**config.mk**
```make
export PLATFORM = sky130hd
export DESIGN_NAME = gws_cfg
export DESIGN_NICKNAME = d
export VERILOG_FILES = /design/src/rtl/graph_walker_step_assert.svh /design/src/rtl/gws_pkg.sv /design/src/rtl/gws_cfg.sv
export SDC_FILE = /design/constraint.sdc
export NUM_CORES = 1
export LEC_CHECK = 0
export BUFFER_PORTS_ARGS = -buffer_cell sky130_fd_sc_hd__buf_2
export CORE_ASPECT_RATIO = 1.1
export CORE_MARGIN = 2
export CORE_UTILIZATION = 35
export DETAILED_ROUTE_END_ITERATION = 16
export PLACE_DENSITY = 0.75
export SLEW_MARGIN = 20
export SYNTH_ARGS = -nofsm -noshare
export SYNTH_HDL_FRONTEND = slang
export SYNTH_SLANG_ARGS = --single-unit
```
**constraint.sdc**
```tcl
create_clock -name i_clk -period 0.95 [get_ports i_clk]
set_input_delay 0.19 -clock i_clk [delete_from_list [all_inputs] [get_ports i_clk]]
set_output_delay 0.19 -clock i_clk [all_outputs]
set_load 0.01 [all_outputs]
```
**src/rtl/graph_walker_step_assert.svh**
```systemverilog
// assertion macros for the walker block
`ifndef GRAPH_WALKER_STEP_ASSERT_SVH
`define GRAPH_WALKER_STEP_ASSERT_SVH

// same-cycle implication
`define GWS_ASSERT_IMP(lbl, ante, cons, msg) \
    lbl: assert property (@(posedge i_clk) disable iff (!i_rst_n) (ante) |-> (cons)) \
        else $error(msg);

// next-cycle implication
`define GWS_ASSERT_NXT(lbl, ante, cons, msg) \
    lbl: assert property (@(posedge i_clk) disable iff (!i_rst_n) (ante) |=> (cons)) \
        else $error(msg);

`endif

```
**src/rtl/gws_pkg.sv**
```systemverilog
package gws_pkg;

    localparam int MAX_NODES_DEF  = 1024;
    localparam int MAX_LINES_DEF  = 4096;
    localparam int MAX_DEGREE_DEF = 16;

    localparam int RND_W     = 31;
    localparam int DIV_W_DEF = $clog2(MAX_LINES_DEF + 1);

    localparam logic [2:0] CMD_STEP      = 3'd0;
    localparam logic [2:0] CMD_LOAD_NODE = 3'd1;
    localparam logic [2:0] CMD_LOAD_LINE = 3'd2;
    localparam logic [2:0] CMD_READ_ARR  = 3'd3;
    localparam logic [2:0] CMD_READ_FLUX = 3'd4;

    localparam logic [1:0] RULE_RANDOM = 2'd0;
    localparam logic [1:0] RULE_JUMP   = 2'd1;
    localparam logic [1:0] RULE_STAY   = 2'd2;
    localparam logic [1:0] RULE_PROPEL = 2'd3;

    localparam logic [1:0] ST_OK      = 2'd0;
    localparam logic [1:0] ST_RANGE   = 2'd1;
    localparam logic [1:0] ST_NONEIGH = 2'd2;
    localparam logic [1:0] ST_BAD     = 2'd3;

    localparam logic REG_NODE_COUNT = 1'b0;
    localparam logic REG_LINE_COUNT = 1'b1;

endpackage

```
**src/rtl/gws_cfg.sv**
```systemverilog
module gws_cfg import gws_pkg::*; (
    input  logic        i_clk,
    input  logic        i_rst_n,
    input  logic        psel,
    input  logic        penable,
    input  logic        pwrite,
    input  logic [2:0]  paddr,
    input  logic [31:0] pwdata,
    output logic [31:0] prdata,
    output logic        pready,
    output logic [10:0] o_node_count,
    output logic [12:0] o_line_count
);

    logic [10:0] r_node_count;
    logic [12:0] r_line_count;
    logic        w_wr;

    assign w_wr = psel && penable && pwrite;

    always_ff @(posedge i_clk) begin
        if (!i_rst_n) begin
            r_node_count <= '0;
            r_line_count <= '0;
        end else if (w_wr) begin
            case (paddr[2])
                REG_NODE_COUNT: r_node_count <= pwdata[10:0];
                REG_LINE_COUNT: r_line_count <= pwdata[12:0];
                default: ;
            endcase
        end
    end

    always_comb begin
        case (paddr[2])
            REG_NODE_COUNT: prdata = 32'(r_node_count);
            REG_LINE_COUNT: prdata = 32'(r_line_count);
            default:        prdata = '0;
        endcase
    end

    assign pready       = 1'b1;
    assign o_node_count = r_node_count;
    assign o_line_count = r_line_count;

endmodule

```
==> results of run 1 <==
## state kept, by name, indices dropped and copies added (netlist names)
signal,cells
o_line_count,13
o_node_count,11
## path summary, 6_finish.rpt
path | startpoint | to | slack [ns] | cells after the start
min reg2reg | o_node_count[1] | o_node_count[1] | 0.49 | 2
max | o_node_count[10] | prdata[10] | -0.29 | 2
max reg2reg | o_node_count[2] | o_node_count[2] | 0.13 | 4
min | pwdata[11] | o_line_count[11] | 0.12 | 3
## metrics by stage
stage          cells  setup slack, ns  cell area (sq um)  power, mW  setup TNS [ns]
2_1_floorplan    148          -0.0139               1330       1.30          -0.111
3_3_place_gp     237           -0.222               1610       1.36           -6.21
3_5_place_dp     237           -0.231               1610       1.37           -6.21
4_1_cts          257           -0.300               2090       1.99           -6.45
5_1_grt          267           -0.333               2210       2.09           -7.72
6_report         267           -0.293               2210       1.99           -6.34
## routing by layer
metal	up-vias	wire [um]	global-route usage
li1	563	-	-
met1	547	1240	0.163
met2	42	1880	0.291
met3	4	146	0.0136
met4	0	45	0.0679
met5	-	0	0
## power by group through the flow
stage          sequential, mW  combinational, mW  clock [mW]
3_5_place_dp             1.06              0.301           0
3_3_place_gp             1.06              0.300           0
2_1_floorplan            1.08              0.221           0
6_report                 1.05              0.409       0.535
4_1_cts                  1.05              0.385       0.559
5_1_grt                  1.05              0.440       0.595
## what timing repair did
action / CTS / global route
pin swaps: 1 / 1
gates resized for setup: 82 / 18
endpoints found under the setup margin: 37 / 37
setup buffers: 16 / 19
hold endpoints to repair: 0 / 0
## cell type report
type                            count  area share
Timing Repair Buffer               95       0.421
Multi-Input combinational cell     96       0.304
Sequential cell                    24       0.231
Tap cell                           48      0.0272
Clock buffer                        4      0.0164
## cells in the mapped netlist
cell type / n / area [sq um]
sky130_fd_sc_hd__dfxtp_1: 24 / 480
sky130_fd_sc_hd__buf_4: 20 / 150
sky130_fd_sc_hd__and2_1: 2 / 12.5
sky130_fd_sc_hd__nand4_4: 1 / 21.3
sky130_fd_sc_hd__nand2_1: 37 / 139
sky130_fd_sc_hd__nand4b_4: 1 / 23.8
sky130_fd_sc_hd__mux2i_1: 24 / 240
sky130_fd_sc_hd__buf_6: 3 / 33.8
sky130_fd_sc_hd__buf_2: 5 / 25.0
sky130_fd_sc_hd__mux2_2: 11 / 124
sky130_fd_sc_hd__conb_1: 2 / 7.51
## worst reg2reg max path: stages (launching register included)
cell,delay [ns]
sky130_fd_sc_hd__dfxtp_2,0.35
sky130_fd_sc_hd__buf_6,0.11
sky130_fd_sc_hd__buf_4,0.12
sky130_fd_sc_hd__nand2_1,0.06
sky130_fd_sc_hd__mux2i_1,0.07
## cells by family (layout without fill, tap and decap cells)
group	after synthesis	after routing	share of synthesized area
other cells	2	20	0.00597
simple gates	41	41	0.156
mux	35	35	0.290
flops	24	24	0.382
buf+inv	28	99	0.166
==> flow_summary_export.csv, run 1 <==
group,metric,value,unit
die,design.core.area,3390,sq um
routing,routed_via_density,4.33,
die,chip_width,61.2,um
pwr,power.density,902,nW/um^2
clock_tree,numClockSinks,24,
placement,portBuffers,55,
setup_path,critPathTopFamily,"flip-flops",
placement,hpwlAfterDp,1980,um
sta,rsz0062_at_grt,"true",
yosys,synthDistinctLibCells,11,
routing,vias,1156,
setup_path,timing.setup.critical_path_class,"reg2out",
routing,number_of_antenna_violating_nets_in_the_routed_design,0,
final_layout,fillCellCount,269,
clock_tree,tritoncts_clock_tree,"done",
pwr,power.leakage,1.21,nW
sta,post-route-period-util,1.31,
die,num_rows,22,
final_layout,layout.nets,260,
routing,routedWlPerCell,12.4,um
global_route,global_route.overflow_total,0,
setup_path,critPathMaxFanout,2,
setup_path,worstPathBufferInverterCount,1,
clock_tree,cts-root-buf,"sky130_fd_sc_hd__clkbuf_4",
hold_path,hp-class,"in2reg",
clock_tree,clk_path_buf_depth,2,
yosys,syn_inst,130,
setup_path,end_kind,"primary output",
yosys,sequential_share_of_the_synthesized_area,0.382,
placement,gp_routability_congestion,0.762,
global_route,grtUsageTotal,0.153,
pwr,internal_power,1.48,mW
sta,minimum_hold_slack,0.116,ns
run,maxCapViolCount,0,
final_layout,insertedDiodeCount,0,
run_status,violations,"setup timing",
sta,fin_ws,-0.293,ns
routing,remaining_drc_errors,0,
setup_path,cp_slowest_stage_delay,0.35,ns
pwr,share_clk_of_total_power,0.268,
sta,post-route-min-period,1.24,ns
run_status,status,"finished, violations left",
final_layout,ff_latch_area,510,sq um
clock_tree,cts.clk_slew.worst_paths,0.13,ns
sta,timing.clock.skew,0,ns
global_route,first_pass_grt_wire_length,4660,um
setup_path,crit_path_top_delay_cell,"sky130_fd_sc_hd__dfxtp_2",
pwr,seqPwrFrac,0.526,
final_layout,final_core_utilization,0.652,
clock_tree,numCtsBuffers,3,
setup_path,critPathLaunchType,"register",
sta,setup_viol,37,
sta,timing.fmax,804,MHz
die,num_io_pins,97,
final_layout,share_of_final_layout_standard_cells_stronger_than_drive_strength_1,0.630,
die,fp.dieArea,4090,sq um
yosys,yosysWarnings,0,
pwr,combinationalPowerShare,0.205,
yosys,synth-seq-cells,24,
clock_tree,clock_latency,0.31,ns
final_layout,layout.cells.most_common,"sky130_fd_sc_hd__buf_6",
global_route,first_global_vias,1096,
yosys,syn_area_per_cell,9.67,sq um
routing,detail_route.wirelength,3310,um
die,starting_density_of_the_core,0.371,
die,die_h,66.9,um
clock_tree,ctsHtreeMaxLevel,1,
clock_tree,cts_hold_repair.buffers,0,
yosys,syn_area,1260,sq um
setup_path,worstPathArrival,1.05,ns
pwr,swShare,0.255,
final_layout,total_area_of_multi_input_combinational_cells,671,sq um
routing,first_iter_violations,13,
final_layout,mostFrequentLayoutCells,"sky130_fd_sc_hd__buf_6, sky130_fd_sc_hd__nand2_1, sky130_fd_sc_hd__mux2i_1, sky130_fd_sc_hd__dfxtp_2, sky130_fd_sc_hd__conb_1",
final_layout,area_growth,75.5,%
pwr,total_switching_power,0.507,mW
sta,final-max-slew-violation-count,0,
global_route,grt_antenna_before_repair,0,
sta,finalHoldViolCount,0,
setup_path,worstPathCellList,"mux2_4, buf_6",
global_route,grt_start_max_net_pins,38,
routing,drt_pre_antenna_iters,4,
pwr,vdd.ir_drop.worst,0.400,mV
setup_path,cp.required,0.76,ns
Power figures use the tool's default switching activity.
==> inputs of run 2 (changes only) <==
--- a/config.mk
+++ b/config.mk
@@ -10,7 +10,7 @@
 export CORE_MARGIN = 2
 export CORE_UTILIZATION = 35
 export DETAILED_ROUTE_END_ITERATION = 16
-export PLACE_DENSITY = 0.75
+export PLACE_DENSITY_LB_ADDON = 0.15
 export SLEW_MARGIN = 20
 export SYNTH_ARGS = -nofsm -noshare
 export SYNTH_HDL_FRONTEND = slang
==> flow_summary_export.csv, run 2 (same netlist as run 1, synthesis figures left out) <==
group,metric,value,unit
sta,finalHoldViolCount,0,
final_layout,area_growth,69.5,%
hold_path,hp-class,"in2reg",
pwr,power.density,926,nW/um^2
setup_path,timing.critical_path.from,"o_line_count[3]",
die,design.core.area,3390,sq um
clock_tree,clk_path_buf_depth,2,
die,num_rows,22,
routing,first_iter_violations,24,
global_route,grt_antenna_before_repair,0,
die,die_h,66.9,um
pwr,post-layout-total-power,1.97,mW
clock_tree,tritoncts_clock_tree,"done",
die,starting_density_of_the_core,0.371,
clock_tree,numClockSinks,24,
routing,remaining_drc_errors,0,
sta,setup_viol,37,
final_layout,share_of_final_layout_standard_cells_stronger_than_drive_strength_1,0.619,
sta,timing.clock.skew,0,ns
setup_path,timing.setup.critical_path_class,"reg2out",
run_status,violations,"setup timing",
routing,routedWlPerCell,12.3,um
setup_path,worstPathArrival,1.06,ns
clock_tree,clock_latency,0.32,ns
setup_path,cp.required,0.76,ns
final_layout,insertedDiodeCount,0,
final_layout,layout.cells.most_common,"sky130_fd_sc_hd__buf_6",
hold_path,start_point_of_the_worst_min_delay_path,"pwdata[11]",
pwr,vdd.ir_drop.worst,0.588,mV
final_layout,flip_flop_count_of_the_largest_register_all_copies_and_words_added,13,
routing,drt_pre_antenna_iters,3,
clock_tree,cts.clk_slew.worst_paths,0.12,ns
clock_tree,cts-root-buf,"sky130_fd_sc_hd__clkbuf_4",
pwr,power.leakage,1.17,nW
die,chip_width,61.2,um
clock_tree,ctsHtreeMaxLevel,1,
global_route,first_global_vias,1004,
sta,final-max-slew-violation-count,0,
global_route,grtUsageTotal,0.150,
run_status,status,"finished, violations left",
final_layout,final_core_utilization,0.629,
placement,hpwlAfterDp,1880,um
sta,fin_ws,-0.304,ns
global_route,global_route.overflow_total,0,
final_layout,mostFrequentLayoutCells,"sky130_fd_sc_hd__buf_6, sky130_fd_sc_hd__nand2_1, sky130_fd_sc_hd__mux2i_1, sky130_fd_sc_hd__dfxtp_2, sky130_fd_sc_hd__conb_1",
die,num_io_pins,97,
routing,vias,1113,
routing,number_of_antenna_violating_nets_in_the_routed_design,0,
routing,detail_route.wirelength,3170,um
sta,post-route-period-util,1.32,
placement,gp_routability_congestion,0.772,
setup_path,critPathLaunchType,"register",
sta,post-route-min-period,1.25,ns
setup_path,crit-reg2reg-launch,"o_node_count[10]",
placement,portBuffers,55,
die,fp.dieArea,4090,sq um
routing,routed_via_density,4.31,
sta,timing.fmax,798,MHz
setup_path,end_kind,"primary output",
run,maxCapViolCount,0,
global_route,grt_start_max_net_pins,38,
sta,fin_tns_setup,-6.47,ns
final_layout,layout.nets,251,
sta,rsz0062_at_grt,"true",
global_route,first_pass_grt_wire_length,4480,um
clock_tree,numCtsBuffers,3,
setup_path,critPathMaxFanout,2,
[run 2: cell count changes in the layout (fill, tap and decap cells not counted), sizes merged]
| cell | delta |
|---|---|
| buf | -9 |
[run 2: what timing repair did]
item | CTS | global route
gates resized for setup | 80 | 21
buffers inserted | 18 | 15
hold buffers | 0 | 0
pin swaps | 0 | 0
setup endpoints to repair | 37 | 37
[run 2: per-stage QoR]
stage	hold slack (ns)	instance area [sq um]	setup slack, ns	cells
after global placement	0.438	1510	-0.195	228
final	0.0891	2130	-0.304	258
after floorplan	0.329	1330	-0.0139	148
after CTS	0.0882	2010	-0.299	250
after global routing	0.0784	2130	-0.343	258
after detailed placement	0.445	1510	-0.210	228
[run 2: layer usage]
layer	vias to the layer above	global-route usage	wire (um)
met4	0	0.0815	66
met5	-	0	0
met1	526	0.151	1160
li1	542	-	-
met3	5	0.0136	148
met2	40	0.289	1800
[run 2: critical path, cell delays in order, from the launching register on]
cell and delay (ns):
sky130_fd_sc_hd__dfxtp_2 0.36, sky130_fd_sc_hd__mux2_4 0.27, sky130_fd_sc_hd__buf_6 0.12
[run 2: power breakdown]
group	internal, mW	total [mW]	switching, mW
logic	0.199	0.381	0.182
clock network	0.234	0.542	0.307
registers	1.03	1.05	0.0170
[run 2: path summary, 6_finish.rpt]
path	to	cells after the start	slack [ns]
min	o_line_count[11]	3	0.09
min reg2reg	o_line_count[11]	2	0.48
max	prdata[3]	2	-0.30
max reg2reg	o_node_count[10]	5	0.03
[run 2: final cells by class]
class                      count  area, sq um
sequential                    24          510
multi-input combinational     96          681
fill                         301         1250
clock buffer                   4         36.3
timing repair buffer          86          843
tap                           48         60.1
==> inputs of run 3 (changes only) <==
--- a/config.mk
+++ b/config.mk
@@ -5,10 +5,11 @@
 export SDC_FILE = /design/constraint.sdc
 export NUM_CORES = 1
 export LEC_CHECK = 0
+export ABC_AREA = 1
 export BUFFER_PORTS_ARGS = -buffer_cell sky130_fd_sc_hd__buf_2
 export CORE_ASPECT_RATIO = 1.1
 export CORE_MARGIN = 2
-export CORE_UTILIZATION = 35
+export CORE_UTILIZATION = 37
 export DETAILED_ROUTE_END_ITERATION = 16
 export PLACE_DENSITY_LB_ADDON = 0.15
 export SLEW_MARGIN = 20
==> flow_summary_export.csv, run 3 <==
group,metric,value,unit
routing,remaining_drc_errors,0,
clock_tree,cts.clk_slew.worst_paths,0.08,ns
yosys,syn_area,1370,sq um
run,maxCapViolCount,0,
routing,vias,1301,
die,num_rows,23,
yosys,syn_area_per_cell,6.53,sq um
die,starting_density_of_the_core,0.381,
die,fp.dieArea,4210,sq um
final_layout,area_growth,29.0,%
final_layout,mostFrequentLayoutCells,"sky130_fd_sc_hd__nand2_1, sky130_fd_sc_hd__nor2_1, sky130_fd_sc_hd__buf_2, sky130_fd_sc_hd__nand3_1, sky130_fd_sc_hd__dfxtp_2",
final_layout,postLayoutCellArea,1770,sq um
global_route,gr-max-usage-layer,"met2",
run_status,violations,"setup timing",
global_route,grtUsageTotal,0.148,
setup_path,worstPathCellList,"nand2_1, nand2_1, buf_2",
sta,fin_tns_setup,-0.987,ns
setup_path,worst_path_most_repeated_cell,"sky130_fd_sc_hd__nand2_1",
global_route,grt_start_max_net_pins,25,
die,chip_width,62.0,um
sta,post-route-min-period,1.04,ns
yosys,synth_enable_flop_cells,0,
routing,first_iter_violations,31,
yosys,synth-seq-cells,24,
sta,fin_ws,-0.0948,ns
sta,setup_viol,13,
yosys,synthMostInstantiatedCell,"sky130_fd_sc_hd__nand2_1",
yosys,sequential_share_of_the_synthesized_area,0.350,
yosys,synthDistinctLibCells,15,
global_route,global_route.overflow_total,0,
setup_path,crit_path_top_delay_cell,"sky130_fd_sc_hd__dfxtp_2",
setup_path,timing.setup.critical_path_class,"reg2out",
routing,drt_pre_antenna_iters,4,
routing,routed_via_density,4.13,
pwr,vdd.ir_drop.worst,0.474,mV
clock_tree,numCtsBuffers,3,
final_layout,flip_flop_count_of_the_largest_register_all_copies_and_words_added,13,
setup_path,critPathMaxFanout,3,
clock_tree,cts-root-buf,"sky130_fd_sc_hd__clkbuf_8",
setup_path,worstPathBufferInverterCount,1,
die,die_h,67.9,um
global_route,use_met2,0.268,
pwr,power.leakage,1.01,nW
routing,number_of_antenna_violating_nets_in_the_routed_design,0,
global_route,globalRouteMet3Util,0.0170,
yosys,yosys_top_cell_by_area,"sky130_fd_sc_hd__dfxtp_1",
routing,routedWlPerCell,9.64,um
clock_tree,numClockSinks,24,
final_layout,share_of_final_layout_standard_cells_stronger_than_drive_strength_1,0.370,
clock_tree,clock_latency,0.26,ns
sta,rsz0062_at_grt,"true",
sta,timing.fmax,957,MHz
yosys,postSynth.topFlopCell,"sky130_fd_sc_hd__dfxtp_1",
placement,gp_routability_congestion,0.709,
setup_path,reg2reg_setup_slack,0.27,ns
sta,final-max-slew-violation-count,0,
run_status,status,"finished, violations left",
sta,finalHoldViolCount,0,
placement,portBuffers,55,
final_layout,layout.cells.most_common,"sky130_fd_sc_hd__nand2_1",
final_layout,layout.nets,306,
clock_tree,ctsHtreeMaxLevel,1,
global_route,grt_util_met1,0.176,
placement,hpwlAfterDp,2110,um
setup_path,critPathLaunchType,"register",
clock_tree,cts_hold_repair.buffers,0,
setup_path,cp.required,0.76,ns
yosys,yosysTopAreaCellShare,0.350,
clock_tree,tritoncts_clock_tree,"done",
setup_path,cp_slowest_stage_delay,0.36,ns
yosys,yosysWarnings,0,
die,num_io_pins,97,
yosys,syn_inst,210,
clock_tree,clk_path_buf_depth,2,
setup_path,critPathTopFamily,"flip-flops",
sta,post-route-period-util,1.10,
hold_path,hp-class,"in2reg",
yosys,ys_top_cells_by_area,"sky130_fd_sc_hd__dfxtp_1, sky130_fd_sc_hd__nand2_1, sky130_fd_sc_hd__nor2_1",
final_layout,insertedDiodeCount,0,
global_route,first_pass_grt_wire_length,4730,um
yosys,async_reset_ff_frac,0,
sta,timing.clock.skew,0,ns
setup_path,end_kind,"primary output",
global_route,first_global_vias,1098,
setup_path,worstPathArrival,0.85,ns
yosys,synth_common_cells,"sky130_fd_sc_hd__nand2_1, sky130_fd_sc_hd__nor2_1, sky130_fd_sc_hd__dfxtp_1, sky130_fd_sc_hd__nand3_1, sky130_fd_sc_hd__buf_4",
placement,placed_area,1610,sq um
pwr,power.density,1220,nW/um^2
die,design.core.area,3600,sq um
routing,detail_route.wirelength,3040,um
global_route,grt_antenna_before_repair,0,
[run 3: where the power goes]
part | total [mW] | switching [mW] | internal [mW]
clock | 0.688 | 0.318 | 0.370
sequential | 1.08 | 0.0281 | 1.05
combinational | 0.393 | 0.234 | 0.159
[run 3: final timing paths]
check	start	endpoint	depth (start not counted)
min	pwdata[11]	o_line_count[11]	5
max reg2reg	o_node_count[5]	o_node_count[5]	3
max	o_line_count[10]	prdata[10]	3
min reg2reg	o_node_count[6]	o_node_count[6]	2
[run 3: timing repair]
action | in CTS | in global routing
endpoints found under the setup margin | 33 | 30
setup buffers | 1 | 0
pin swaps | 0 | 1
gates cloned | 0 | 0
resized for setup | 23 | 12
[run 3: cells by family after synthesis]
family                 synth area share
buffers and inverters             0.224
DFF                               0.350
other                           0.00548
and+or+nand+nor                   0.420
[run 3: metal layers]
metal  up-vias  wire, um
li1        698         -
met1       557      1370
met2        42      1460
met3         4       160
met4         0        41
met5         -         0
[run 3: metrics by stage]
step	setup WS (ns)	std cells	power [mW]	util	hold WS (ns)
after floorplan	0.0311	228	1.40	-	0.311
after detailed placement	-0.0682	310	1.46	0.447	0.490
after CTS	-0.105	315	2.16	0.472	0.233
final	-0.0948	315	2.16	0.492	0.233
after global routing	-0.145	315	2.28	0.492	0.267
after global placement	-0.0651	310	1.46	0.447	0.487
[run 3: worst register-to-register path, cell delays in order (launching register included)]
cell,delay [ns]
sky130_fd_sc_hd__dfxtp_2,0.33
sky130_fd_sc_hd__buf_4,0.12
sky130_fd_sc_hd__nor2_2,0.08
sky130_fd_sc_hd__nor2_1,0.04
[run 3: area by class of cell]
type                       instances  area [sq um]
fill                             419          1830
multi-input combinational        156           651
sequential                        24           510
timing repair buffer              64           424
inverter                          17          66.3
tap                               50          62.6
clock buffer                       4          55.1
