### config.mk
export PLATFORM = sky130hd
export DESIGN_NAME = gws_mod
export DESIGN_NICKNAME = d
export VERILOG_FILES = /design/src/rtl/graph_walker_step_assert.svh /design/src/rtl/gws_pkg.sv /design/src/rtl/gws_mod.sv
export SDC_FILE = /design/constraint.sdc
export NUM_CORES = 1
export LEC_CHECK = 0
export BUFFER_PORTS_ARGS = -buffer_cell sky130_fd_sc_hd__buf_4
export CAP_MARGIN = 20
export CORE_ASPECT_RATIO = 1.5
export CORE_MARGIN = 2
export CORE_UTILIZATION = 45
export CTS_BUF_LIST = sky130_fd_sc_hd__clkbuf_8 sky130_fd_sc_hd__clkbuf_16
export DETAILED_ROUTE_END_ITERATION = 7
export GPL_TIMING_DRIVEN = 0
export MAX_ROUTING_LAYER = met4
export PLACE_DENSITY = 0.67
export SLEW_MARGIN = 20
export SYNTH_ARGS = -nofsm -noshare
export SYNTH_HDL_FRONTEND = slang
export SYNTH_SLANG_ARGS = --single-unit
export TNS_END_PERCENT = 100
### constraint.sdc
create_clock -name i_clk -period 6.33 [get_ports i_clk]
set_input_delay 0 -clock i_clk [delete_from_list [all_inputs] [get_ports i_clk]]
set_output_delay 0 -clock i_clk [all_outputs]
set_load 0.03 [all_outputs]
### src/rtl/graph_walker_step_assert.svh
// assertion macros for the walker block
`ifndef GRAPH_WALKER_STEP_ASSERT_SVH
`define GRAPH_WALKER_STEP_ASSERT_SVH

// same-cycle implication
`define GWS_ASSERT_IMP(lbl, ante, cons, msg) \
    lbl: assert property (@(posedge i_clk) disable iff (!i_rst_n) (ante) |-> (cons)) \
        else $error(msg);

// next-cycle implication
`define GWS_ASSERT_NXT(lbl, ante, cons, msg) \
    lbl: assert property (@(posedge i_clk) disable iff (!i_rst_n) (ante) |=> (cons)) \
        else $error(msg);

`endif

### src/rtl/gws_pkg.sv
package gws_pkg;

    localparam int MAX_NODES_DEF  = 1024;
    localparam int MAX_LINES_DEF  = 4096;
    localparam int MAX_DEGREE_DEF = 16;

    localparam int RND_W     = 31;
    localparam int DIV_W_DEF = $clog2(MAX_LINES_DEF + 1);

    localparam logic [2:0] CMD_STEP      = 3'd0;
    localparam logic [2:0] CMD_LOAD_NODE = 3'd1;
    localparam logic [2:0] CMD_LOAD_LINE = 3'd2;
    localparam logic [2:0] CMD_READ_ARR  = 3'd3;
    localparam logic [2:0] CMD_READ_FLUX = 3'd4;

    localparam logic [1:0] RULE_RANDOM = 2'd0;
    localparam logic [1:0] RULE_JUMP   = 2'd1;
    localparam logic [1:0] RULE_STAY   = 2'd2;
    localparam logic [1:0] RULE_PROPEL = 2'd3;

    localparam logic [1:0] ST_OK      = 2'd0;
    localparam logic [1:0] ST_RANGE   = 2'd1;
    localparam logic [1:0] ST_NONEIGH = 2'd2;
    localparam logic [1:0] ST_BAD     = 2'd3;

    localparam logic REG_NODE_COUNT = 1'b0;
    localparam logic REG_LINE_COUNT = 1'b1;

endpackage

### src/rtl/gws_mod.sv
module gws_mod import gws_pkg::*; #(
    parameter int DIV_W = DIV_W_DEF
) (
    input  logic             i_clk,
    input  logic             i_rst_n,
    input  logic             i_start,
    input  logic [RND_W-1:0] i_num,
    input  logic [DIV_W-1:0] i_div,
    output logic             o_done,
    output logic [DIV_W-1:0] o_rem
);

    localparam int CNT_W = $clog2(RND_W);

    logic [RND_W-1:0] r_num;
    logic [DIV_W-1:0] r_div;
    logic [DIV_W-1:0] r_rem;
    logic [CNT_W-1:0] r_cnt;
    logic             r_busy;
    logic             r_done;
    logic [DIV_W:0]   w_trial;
    logic [DIV_W:0]   w_diff;

    // one remainder bit per cycle
    always_comb begin
        w_trial = {r_rem, r_num[RND_W-1]};
        w_diff  = w_trial - {1'b0, r_div};
    end

    always_ff @(posedge i_clk) begin
        if (!i_rst_n) begin
            r_busy <= 1'b0;
            r_done <= 1'b0;
        end else if (i_start) begin
            r_busy <= 1'b1;
            r_done <= 1'b0;
        end else if (r_busy && r_cnt == '0) begin
            r_busy <= 1'b0;
            r_done <= 1'b1;
        end
    end

    always_ff @(posedge i_clk) begin
        if (i_start) begin
            r_num <= i_num;
            r_div <= i_div;
            r_rem <= '0;
            r_cnt <= CNT_W'(RND_W - 1);
        end else if (r_busy) begin
            r_num <= {r_num[RND_W-2:0], 1'b0};
            r_rem <= (w_trial >= {1'b0, r_div}) ? w_diff[DIV_W-1:0] : w_trial[DIV_W-1:0];
            r_cnt <= r_cnt - CNT_W'(1);
        end
    end

    assign o_done = r_done;
    assign o_rem  = r_rem;

endmodule

==> results.py, run 1 <==
metrics = {
    "critical_path": {
        "critPathBufInv": 2,
        "path_class": "flop to flop",
        "path_cells": "inv_1 > ha_1 > fa_1 > nor2b_1 > o21ai_1 > nand3_1 > a31o_2 > buf_6 > nand4_1 > a311oi_1",
        "cp_slowest_stage_delay_ns": 0.40,
        "end_kind": "flop",
        "cp.required_ns": 6.60,
        "start_kind": "flop",
        "crit_arrival_ns": 2.53,
        "crit_family": "adder cells",
        "cp_max_fo": 10,
        "crit_slowest_cell": "fa_1",
    },
    "global_routing": {
        "grt_pass1_wl_mm": 11.4,
        "grt_overflow": 0,
        "antenna_found_initial": 0,
        "grt_max_degree": 21,
        "grt_pass1_vias": 2480,
        "grt_usage_pct": 20.0,
    },
    "floorplan": {
        "coreArea_um2": 6900,
        "ioPinCount": 61,
        "dieArea_um2": 7890,
        "start_util_pct": 46.9,
        "dieWidth_um": 73.2,
        "die_h_um": 108,
        "rows": 37,
    },
    "sta": {
        "fin_skew_ns": 0.00839,
        "final_max_slew_viol_count": 0,
        "grt_setup_unrepaired": "false",
        "fmax_mhz": 443,
        "layout_setup_ws_ns": 4.07,
        "finalSetupViolCount": 0,
        "period_minus_slack_ns": 2.26,
        "tns_ns": 0,
        "hold_viol": 0,
        "relSlewSlack_pct": 59.3,
        "fin_crit_sh_pct": 35.7,
        "tightest_slew_ns": 0.610,
    },
    "routing": {
        "routedWlPerCell_um": 14.8,
        "drc": 0,
        "viasPerCell": 5.21,
        "routed_wl_mm": 6.96,
        "antenna_left": 0,
        "drt_iter0_drc": 142,
        "dr.pass1.iters": 5,
        "vias": 2448,
    },
    "yosys": {
        "syn_avg_cell_area_um2": 12.0,
        "postSynthCellCount": 270,
        "synth_edf_count": 44,
        "yosysWarnings": 0,
        "yosys_register_bits": 64,
        "synthArstFlopShare_pct": 0,
        "synth_ff_type": "edfxtp_1",
        "synth.distinct_cells": 47,
        "syn-num-nets": 332,
        "synth_area_um2": 3230,
        "synth-seq-area-share_pct": 53.3,
    },
    "finish": {
        "final_cells": 470,
        "stdcell_area_um2": 4470,
        "areaGrowthSynthToFinish_pct": 38.4,
        "diodes": 0,
        "drive_above_1_share_pct": 31.1,
        "utilization_pct": 64.8,
        "nNetsFinal": 449,
        "fillers": 534,
    },
    "place": {
        "dpl-instance-area_um2": 3810,
        "io_buffer_count": 60,
        "gp_congestion": 0.818,
        "hpwl_mm": 4.58,
        "place_inst": 409,
        "pre_cts_slack_ns": 4.11,
    },
    "hold_path": {
        "hp-class": "input port to flop",
    },
    "pwr": {
        "power_density_nw_per_um2": 247,
        "p_leak_nw": 1.84,
        "ir_worst_vdd_mv": 0.180,
    },
    "clock_tree": {
        "path_clk_slew_ns": 0.08,
        "numCtsBuffers": 9,
        "root_buffer": "clkbuf_8",
        "cts_max_level": 3,
        "cts_tree": "yes",
        "clock_latency_ns": 0.36,
        "clockBufferDepth": 2,
        "cts.sinks": 64,
        "postCtsSetupBuffers": 0,
    },
    "flow_run": {
        "drv_cap": 0,
    },
    "outcome": {
        "outcome": "finished, final reports clean",
    },
}
==> Yosys cell counts (4+ instances only) <==
library cell,instances,area share (%)
nor2_1,17,2.0
inv_1,19,2.2
edfxtp_1,44,41
o31ai_1,6,1.4
nand2_1,22,2.6
a21oi_1,10,1.5
mux2_2,30,10
ha_1,14,5.4
dfxtp_1,20,12
clkbuf_1,8,0.93
xnor2_1,10,2.7
o21ai_0,4,0.62
==> repair_timing <==
item	in CTS	in global routing
hold buffers	45	0
gates resized for setup	0	0
hold endpoints to repair	46	0
setup endpoints to repair	0	0
==> routing by layer <==
layer,share of wire [%],vias to the layer above,GRT usage (%)
li1,-,1229,-
met3,4.1,15,5.71
met2,50,61,31.3
met1,43,1143,23.4
met4,2.2,0,9.39
met5,0,-,-
==> layout make-up <==
cell class	count	area (um2)	share of cell area, %
flip-flops and latches	64	1720	38.5
multi-input cells	174	1370	30.6
repair buffers	106	928	20.8
clock buffers	10	149	3.33
well taps	78	97.6	2.18
inverters	20	75.1	1.68
plain buffers	12	67.6	1.51
clock inverters	6	65.1	1.45
==> stage by stage <==
| step | power [W] | hold WS (ns) |
|---|---|---|
| after floorplan | 0.000649 | 0.0989 |
| final | 0.00111 | 0.0109 |
| after CTS | 0.00111 | 0.00620 |
| after detailed placement | 0.000717 | 0.179 |
| after global placement | 0.000710 | 0.178 |
| after global routing | 0.00116 | 0.00697 |
==> worst paths after layout <==
path / from / to / slack, ns / depth (start not counted)
setup / recovery: r_num[30]$_DFFE_PP_ / o_rem[10]$_SDFFE_PP0P_ / 4.07 / 10
hold / removal: i_start / r_div[0]$_DFFE_PP_ / 0.01 / 1
setup reg to reg: r_num[30]$_DFFE_PP_ / o_rem[10]$_SDFFE_PP0P_ / 4.07 / 10
hold reg to reg: o_done$_SDFFE_PP0P_ / o_done$_SDFFE_PP0P_ / 0.44 / 2
==> power by group <==
group	internal (W)	switching (W)
combinational	0.000115	0.000109
clock	0.000206	0.000169
sequential	0.000489	0.0000169
total	0.000810	0.000295
==> worst reg2reg max path, cell delays in order, from the launching register on <==
cell      delay (ns)
edfxtp_1        0.36
inv_1           0.05
ha_1            0.22
fa_1            0.40
nor2b_1         0.18
o21ai_1         0.10
nand3_1         0.16
a31o_2          0.19
buf_6           0.14
nand4_1         0.11
a311oi_1        0.25
==> registers in the layout, indices dropped and copies added (netlist names) <==
register / cells
r_busy: 1
r_div: 13
r_cnt: 5
r_num: 31
o_rem: 13
o_done: 1
==> cell families after synthesis <==
logic type                 Yosys count  share of synthesized area, %
xor gates and xnor gates            13                          3.52
DFF                                 64                          53.3
adders and majority gates           15                          6.04
and+or+nand+nor                     64                          9.52
buffers and inverters               32                          4.41
muxes                               31                          10.8
AOI/OAI and AO/OA                   51                          12.5
==> cells in the final DEF, fill, tap and decap left out, types with 3 or more instances in the layout <==
cell type      synthesis  routed
buf_4                  0      60
o21a_1                 3       3
mux2_2                30      30
a21o_1                 3       3
ha_1                  14      14
xnor2_1               10      10
dlygate4sd3_1          0      45
a32oi_1                3       3
clkbuf_8               0       9
dfxtp_1               20      20
inv_1                 19      19
o21ai_0                4       4
edfxtp_1              44      44
nor2_1                17      17
buf_6                  3       3
nand2_1               22      22
clkbuf_1               8       8
a311oi_2               3       3
a311oi_1               3       3
and3_1                 3       3
and2_1                 3       3
a21oi_1               10      10
o31ai_1                6       6
nand3_1                3       3
nand4_1                3       3
nand2b_1               3       3
xor2_1                 3       3
(Power assumes the default switching activity.)
==> inputs of run 2 (changes only) <==
ABC_AREA = 1   (was not set)
PLACE_DENSITY = 0.69   (was 0.67)
clock period = 2 ns   (was 6.33 ns; I/O delays follow)
==> run 2 against run 1 <==
Critical path depth stayed put. Sequential power grew to 3.1 times the previous value. First-iteration DRC count is 5.6% higher. Fmax is 20% higher. Core utilization is 0.091 points lower. Combinational power is 110% higher. Hold slack better by 0.034 ns. Global-route usage is 2.1 points higher. Synthesized cell count is 66% higher. Largest cell class unchanged. Largest power group unchanged. Highest routed layer unchanged.
==> results.py, run 2 <==
metrics = {
    "outcome": {
        "outcome": "finished, final reports clean",
    },
    "finish": {
        "drive_above_1_share_pct": 19.7,
        "areaGrowthSynthToFinish_pct": 39.6,
        "fillers": 646,
        "final_common_cell": "nand2_1",
        "stdcell_area_um2": 4960,
        "largest_reg_flops": 31,
        "nNetsFinal": 630,
        "diodes": 0,
        "final_cell_mix": "nand2_1, inv_1, buf_4, dlygate4sd3_1, edfxtp_1",
        "top_register": "r_num",
    },
    "yosys": {
        "muxShareOfSynthArea_pct": 0,
        "synth_fa_ha_area_share_pct": 5.49,
        "yosysMostFrequentCell": "nand2_1",
        "ys_top_cells_by_count": "nand2_1, inv_1, edfxtp_1",
        "synth.distinct_cells": 31,
        "syn_avg_cell_area_um2": 7.93,
        "synth_ff_type": "edfxtp_1",
        "synth-seq-area-share_pct": 48.4,
        "synth_top_area_share_pct": 37.2,
        "postSynthCellCount": 448,
        "yosys.area.top_type": "edfxtp_1",
        "synth_xor_area_share_pct": 1.23,
        "synth_top_family_by_area": "simple AND/OR/NAND/NOR gates",
        "yosys_register_bits": 64,
        "synthArstFlopShare_pct": 0,
        "synthSimpleGateAreaFrac_pct": 33.3,
        "synth_compound_area_share_pct": 2.15,
        "synthTopCellsByArea": "edfxtp_1, nand2_1, dfxtp_1, inv_1, ha_1",
        "synth_edf_count": 44,
        "syn-num-nets": 510,
        "yosysWarnings": 0,
        "synth_area_um2": 3550,
    },
    "place": {
        "hpwl_mm": 6.10,
        "io_buffer_count": 60,
        "gp_congestion": 0.884,
        "dpl-instance-area_um2": 4160,
    },
    "hold_path": {
        "hold_start": "i_start",
        "hold_depth": 1,
        "hp-class": "input port to flop",
    },
    "sta": {
        "fin_crit_sh_pct": 94.2,
        "relSlewSlack_pct": 56.7,
        "hold_viol": 0,
        "final_max_slew_viol_count": 0,
        "holdWs_ns": 0.0450,
        "period_minus_slack_ns": 1.88,
        "tightest_slew_ns": 0.649,
        "finalSetupViolCount": 0,
        "fmax_mhz": 531,
        "fin_skew_ns": 0.00988,
    },
    "clock_tree": {
        "numCtsBuffers": 9,
        "clock_latency_ns": 0.33,
        "cts_tree": "yes",
        "clockBufferDepth": 2,
        "root_buffer": "clkbuf_16",
        "path_clk_slew_ns": 0.06,
        "cts.sinks": 64,
        "cts_max_level": 3,
    },
    "global_routing": {
        "grt_overflow": 0,
        "grt_usage_pct": 22.1,
        "grt_max_degree": 19,
        "grt_pass1_vias": 3274,
        "grt_pass1_wl_mm": 14.3,
        "antenna_found_initial": 0,
    },
    "critical_path": {
        "start_kind": "flop",
        "cp.required_ns": 2.22,
        "cp_max_fo": 10,
        "critPathBufInv": 2,
        "crit_top_cell": "nand2_1",
        "rr_worst_depth": 10,
        "path_class": "flop to flop",
        "crit_arrival_ns": 2.10,
        "crit_family": "simple AND/OR/NAND/NOR gates",
        "r2r_slack_ns": 0.12,
        "crit_slowest_cell": "ha_1",
        "cp_slowest_stage_delay_ns": 0.37,
        "end_kind": "flop",
        "path_depth": 10,
        "critical_path.startpoint": "o_rem[7]$_SDFFE_PP0P_",
        "r2r-start": "o_rem[7]$_SDFFE_PP0P_",
        "path_cells": "ha_1 > nand2_1 > inv_2 > nand2_1 > nand2_2 > a21oi_4 > buf_4 > nand4_1 > nand3_1 > nand2_1",
    },
    "floorplan": {
        "dieArea_um2": 8640,
        "coreArea_um2": 7660,
        "die_h_um": 113,
        "rows": 39,
        "start_util_pct": 46.4,
        "dieWidth_um": 76.6,
        "ioPinCount": 61,
    },
    "routing": {
        "antenna_left": 0,
        "vias": 3288,
        "dr.pass1.iters": 4,
        "viasPerCell": 4.87,
        "routed_wl_mm": 8.82,
        "routedWlPerCell_um": 13.1,
        "drc": 0,
        "drt_iter0_drc": 150,
    },
    "pwr": {
        "total_power_w": 0.00339,
        "p_leak_nw": 2.49,
        "ir_worst_vdd_mv": 0.733,
        "power_density_nw_per_um2": 684,
    },
    "flow_run": {
        "drv_cap": 0,
    },
}
==> run 2: cell types whose count changed in the layout (fill, tap and decap cells not counted), moves of 6 or more <==
cell	delta
mux2_2	-30
nand2_1	+168
clkbuf_8	-9
nand4_1	+14
inv_1	+46
nand3_2	+6
inv_2	+10
o31ai_1	-6
xnor2_1	-7
nand3_1	+24
clkbuf_16	+9
==> run 2: worst reg2reg max path, delay by kind of cell, from the launching register on <==
| kind | cells | cell delay (ns) |
|---|---|---|
| compound gates | 1 | 0.19 |
| fa+ha+maj | 1 | 0.37 |
| flops | 1 | 0.34 |
| simple gates | 6 | 0.58 |
| buf+inv | 2 | 0.27 |
==> run 2: report_power, final <==
part	switching [W]	internal (W)	total (W)
logic	0.000245	0.000226	0.000470
registers	0.0000310	0.00153	0.00156
clock network	0.000548	0.000814	0.00136
==> run 2: worst paths after layout <==
check	endpoint
min	r_div[5]$_DFFE_PP_
max	o_rem[8]$_SDFFE_PP0P_
min reg2reg	r_cnt[4]$_SDFFE_PP1P_
max reg2reg	o_rem[8]$_SDFFE_PP0P_
==> run 2: what timing repair did <==
action | in CTS | in global routing
buffers inserted | 0 | 2
hold endpoints to repair | 46 | 0
cloned | 0 | 1
endpoints found under the setup margin | 2 | 12
resized for setup | 1 | 9
hold buffers | 45 | 0
==> run 2: metrics by stage <==
| stage | setup WS [ns] | cells | util, % | setup TNS, ns |
|---|---|---|---|---|
| floorplan | 0.108 | 448 | - | 0 |
| global placement | -0.0103 | 610 | 53.9 | -0.0103 |
| detailed placement | -0.0332 | 611 | 54.3 | -0.0332 |
| CTS | 0.0197 | 672 | 63.6 | 0 |
| global route | -0.00387 | 675 | 64.8 | -0.00489 |
| finish | 0.117 | 675 | 64.8 | 0 |
==> run 2: cell families after synthesis <==
| family | count (synthesis) |
|---|---|
| and+or+nand+nor | 267 |
| adders and majority gates | 15 |
| AOI/OAI and AO/OA | 12 |
| buffers and inverters | 85 |
| xor gates and xnor gates | 5 |
| DFF | 64 |
==> run 2: per-layer routing <==
layer	global-route usage [%]	vias up	share of wire [%]
li1	-	1663	-
met1	21.2	1489	38
met5	-	-	0
met2	41.1	120	55
met4	10.7	0	2.2
met3	5.26	16	4.7
==> run 2: final cells by class <==
class	instances	area, um2	share of cell area, %
repair buffers	109	981	19.8
multi-input cells	299	1530	30.9
clock inverters	7	32.5	0.656
flip-flops and latches	64	1720	34.7
inverters	72	270	5.45
well taps	102	128	2.57
clock buffers	9	225	4.54
plain buffers	13	70.1	1.41
==> inputs of run 3 (changes only) <==
ABC_AREA = 0   (was 1)
PLACE_DENSITY = 0.7   (was 0.69)
==> run 3 against run 2 <==
The flow now finishes with violations (negative setup slack). Wire length down 17%. Core utilization up 4.8 points. Clock-buffer cell count up 3. Sequential power up 3%. Power up 10%. First-iteration DRC count down 9.3%. Final cell count down 29%. Final area down 3.3%. Combinational power up 75%.
==> results.py, run 3 (synthesis gave the netlist of run 1 again) <==
metrics = {
    "floorplan": {
        "ioPinCount": 61,
        "dieWidth_um": 73.2,
        "coreArea_um2": 6900,
        "die_h_um": 108,
        "start_util_pct": 46.9,
        "rows": 37,
        "dieArea_um2": 7890,
    },
    "global_routing": {
        "grt_usage_pct": 20.1,
        "antenna_found_initial": 1,
        "grt_pass1_vias": 2568,
        "grt_pass1_wl_mm": 11.6,
        "grt_overflow": 0,
        "grt_max_degree": 18,
    },
    "finish": {
        "drive_above_1_share_pct": 42.1,
        "top_register": "r_num",
        "final_common_cell": "buf_4",
        "final_cell_mix": "buf_4, dlygate4sd3_1, edfxtp_1, mux2_2",
        "fillers": 495,
        "utilization_pct": 69.5,
        "largest_reg_flops": 31,
        "final_cells": 481,
        "nNetsFinal": 458,
        "areaGrowthSynthToFinish_pct": 48.3,
    },
    "routing": {
        "drt_iter0_drc": 136,
        "routed_wl_mm": 7.34,
        "viasPerCell": 5.28,
        "antenna_left": 0,
        "vias": 2542,
        "dr.pass1.iters": 4,
        "routedWlPerCell_um": 15.3,
        "drc": 0,
    },
    "clock_tree": {
        "cts_max_level": 3,
        "cts.sinks": 64,
        "clockBufferDepth": 2,
        "cts_tree": "yes",
        "clock_latency_ns": 0.36,
        "numCtsBuffers": 9,
        "root_buffer": "clkbuf_8",
        "path_clk_slew_ns": 0.08,
    },
    "place": {
        "hpwl_mm": 4.55,
        "gp_congestion": 0.833,
        "place_inst": 409,
        "io_buffer_count": 60,
    },
    "outcome": {
        "outcome": "finished, violations left",
        "violations": "negative setup slack",
    },
    "critical_path": {
        "end_kind": "flop",
        "r2r_slack_ns": -0.17,
        "crit_arrival_ns": 2.42,
        "cp.required_ns": 2.25,
        "cp_max_fo": 4,
        "start_kind": "flop",
        "path_class": "flop to flop",
    },
    "sta": {
        "grt_setup_unrepaired": "true",
        "layout_setup_ws_ns": -0.167,
        "period_minus_slack_ns": 2.17,
        "tns_ns": -1.20,
        "final_max_slew_viol_count": 0,
        "fin_skew_ns": 0.00967,
        "tightest_slew_ns": 0.694,
        "fin_crit_sh_pct": 108,
        "fmax_mhz": 461,
        "finalSetupViolCount": 12,
        "hold_viol": 0,
        "relSlewSlack_pct": 53.7,
    },
    "flow_run": {
        "drv_cap": 0,
    },
    "pwr": {
        "power_density_nw_per_um2": 779,
        "p_leak_nw": 1.93,
        "ir_worst_vdd_mv": 0.610,
    },
    "hold_path": {
        "hp-class": "input port to flop",
    },
}
-- run 3: cell count changes in the layout (fill, tap and decap cells not counted), moves of 8 or more --
cell	change
dfxtp_1	-11
clkbuf_16	-8
inv_2	-8
clkbuf_8	+10
nand4_1	-14
mux2_2	+30
nand3_1	-25
nand2_1	-174
inv_1	-48
-- run 3: power breakdown --
group          total [W]  switching [W]  internal (W)  leakage, nW
Clock            0.00130       0.000533      0.000767        0.123
Combinational   0.000824       0.000391      0.000434         1.20
Sequential       0.00161      0.0000603       0.00155        0.609
-- run 3: stage by stage --
step,hold slack [ns],power [W],setup WS (ns),area [um2]
after floorplan,0.0989,0.00207,0.00259,3290
after global placement,0.178,0.00226,-0.255,3840
after detailed placement,0.179,0.00228,-0.225,3860
after CTS,0.0141,0.00370,-0.0964,4690
after global routing,0.0141,0.00389,-0.187,4790
final,0.0214,0.00373,-0.167,4800
-- run 3: critical path, stage by stage, from the launching register on --
cell,delay (ns)
edfxtp_1,0.42
inv_2,0.10
ha_4,0.14
fa_2,0.22
nor2b_4,0.05
o21ai_2,0.16
nand3_2,0.15
a31oi_4,0.31
buf_6,0.15
nand2_4,0.05
a311oi_2,0.29
-- run 3: what timing repair did --
action | CTS | global route
endpoints found under the setup margin | 13 | 13
resized for setup | 21 | 21
hold endpoints to repair | 46 | 0
hold buffers | 45 | 0
gates cloned | 2 | 0
pin swaps | 15 | 15
buffers inserted | 5 | 3
-- run 3: final timing paths --
path | end | start | cells past startpoint
setup / recovery | o_rem[0]$_SDFFE_PP0P_ | r_num[30]$_DFFE_PP_ | 10
hold / removal | r_div[10]$_DFFE_PP_ | i_start | 1
setup reg to reg | o_rem[0]$_SDFFE_PP0P_ | r_num[30]$_DFFE_PP_ | 10
hold reg to reg | o_done$_SDFFE_PP0P_ | o_done$_SDFFE_PP0P_ | 2
-- run 3: area by class of cell --
class | count | area (um2) | share of cell area, %
clock inverter | 4 | 56.3 | 1.17
inverter | 20 | 75.1 | 1.57
timing repair buffer | 116 | 1010 | 21.1
tap | 78 | 97.6 | 2.03
multi-input combinational | 174 | 1560 | 32.6
clock buffer | 12 | 188 | 3.91
antenna | 2 | 5.00 | 0.104
sequential | 64 | 1750 | 36.4
buffer | 11 | 57.6 | 1.20
-- run 3: routing by layer --
metal  part of all wire (%)  GRT usage [%]  up-vias
met2                     52           32.6       56
met1                     41           22.8     1219
met3                    3.7           3.56       18
li1                       -              -     1249
met4                    3.2           12.0        0
met5                      0              -        -
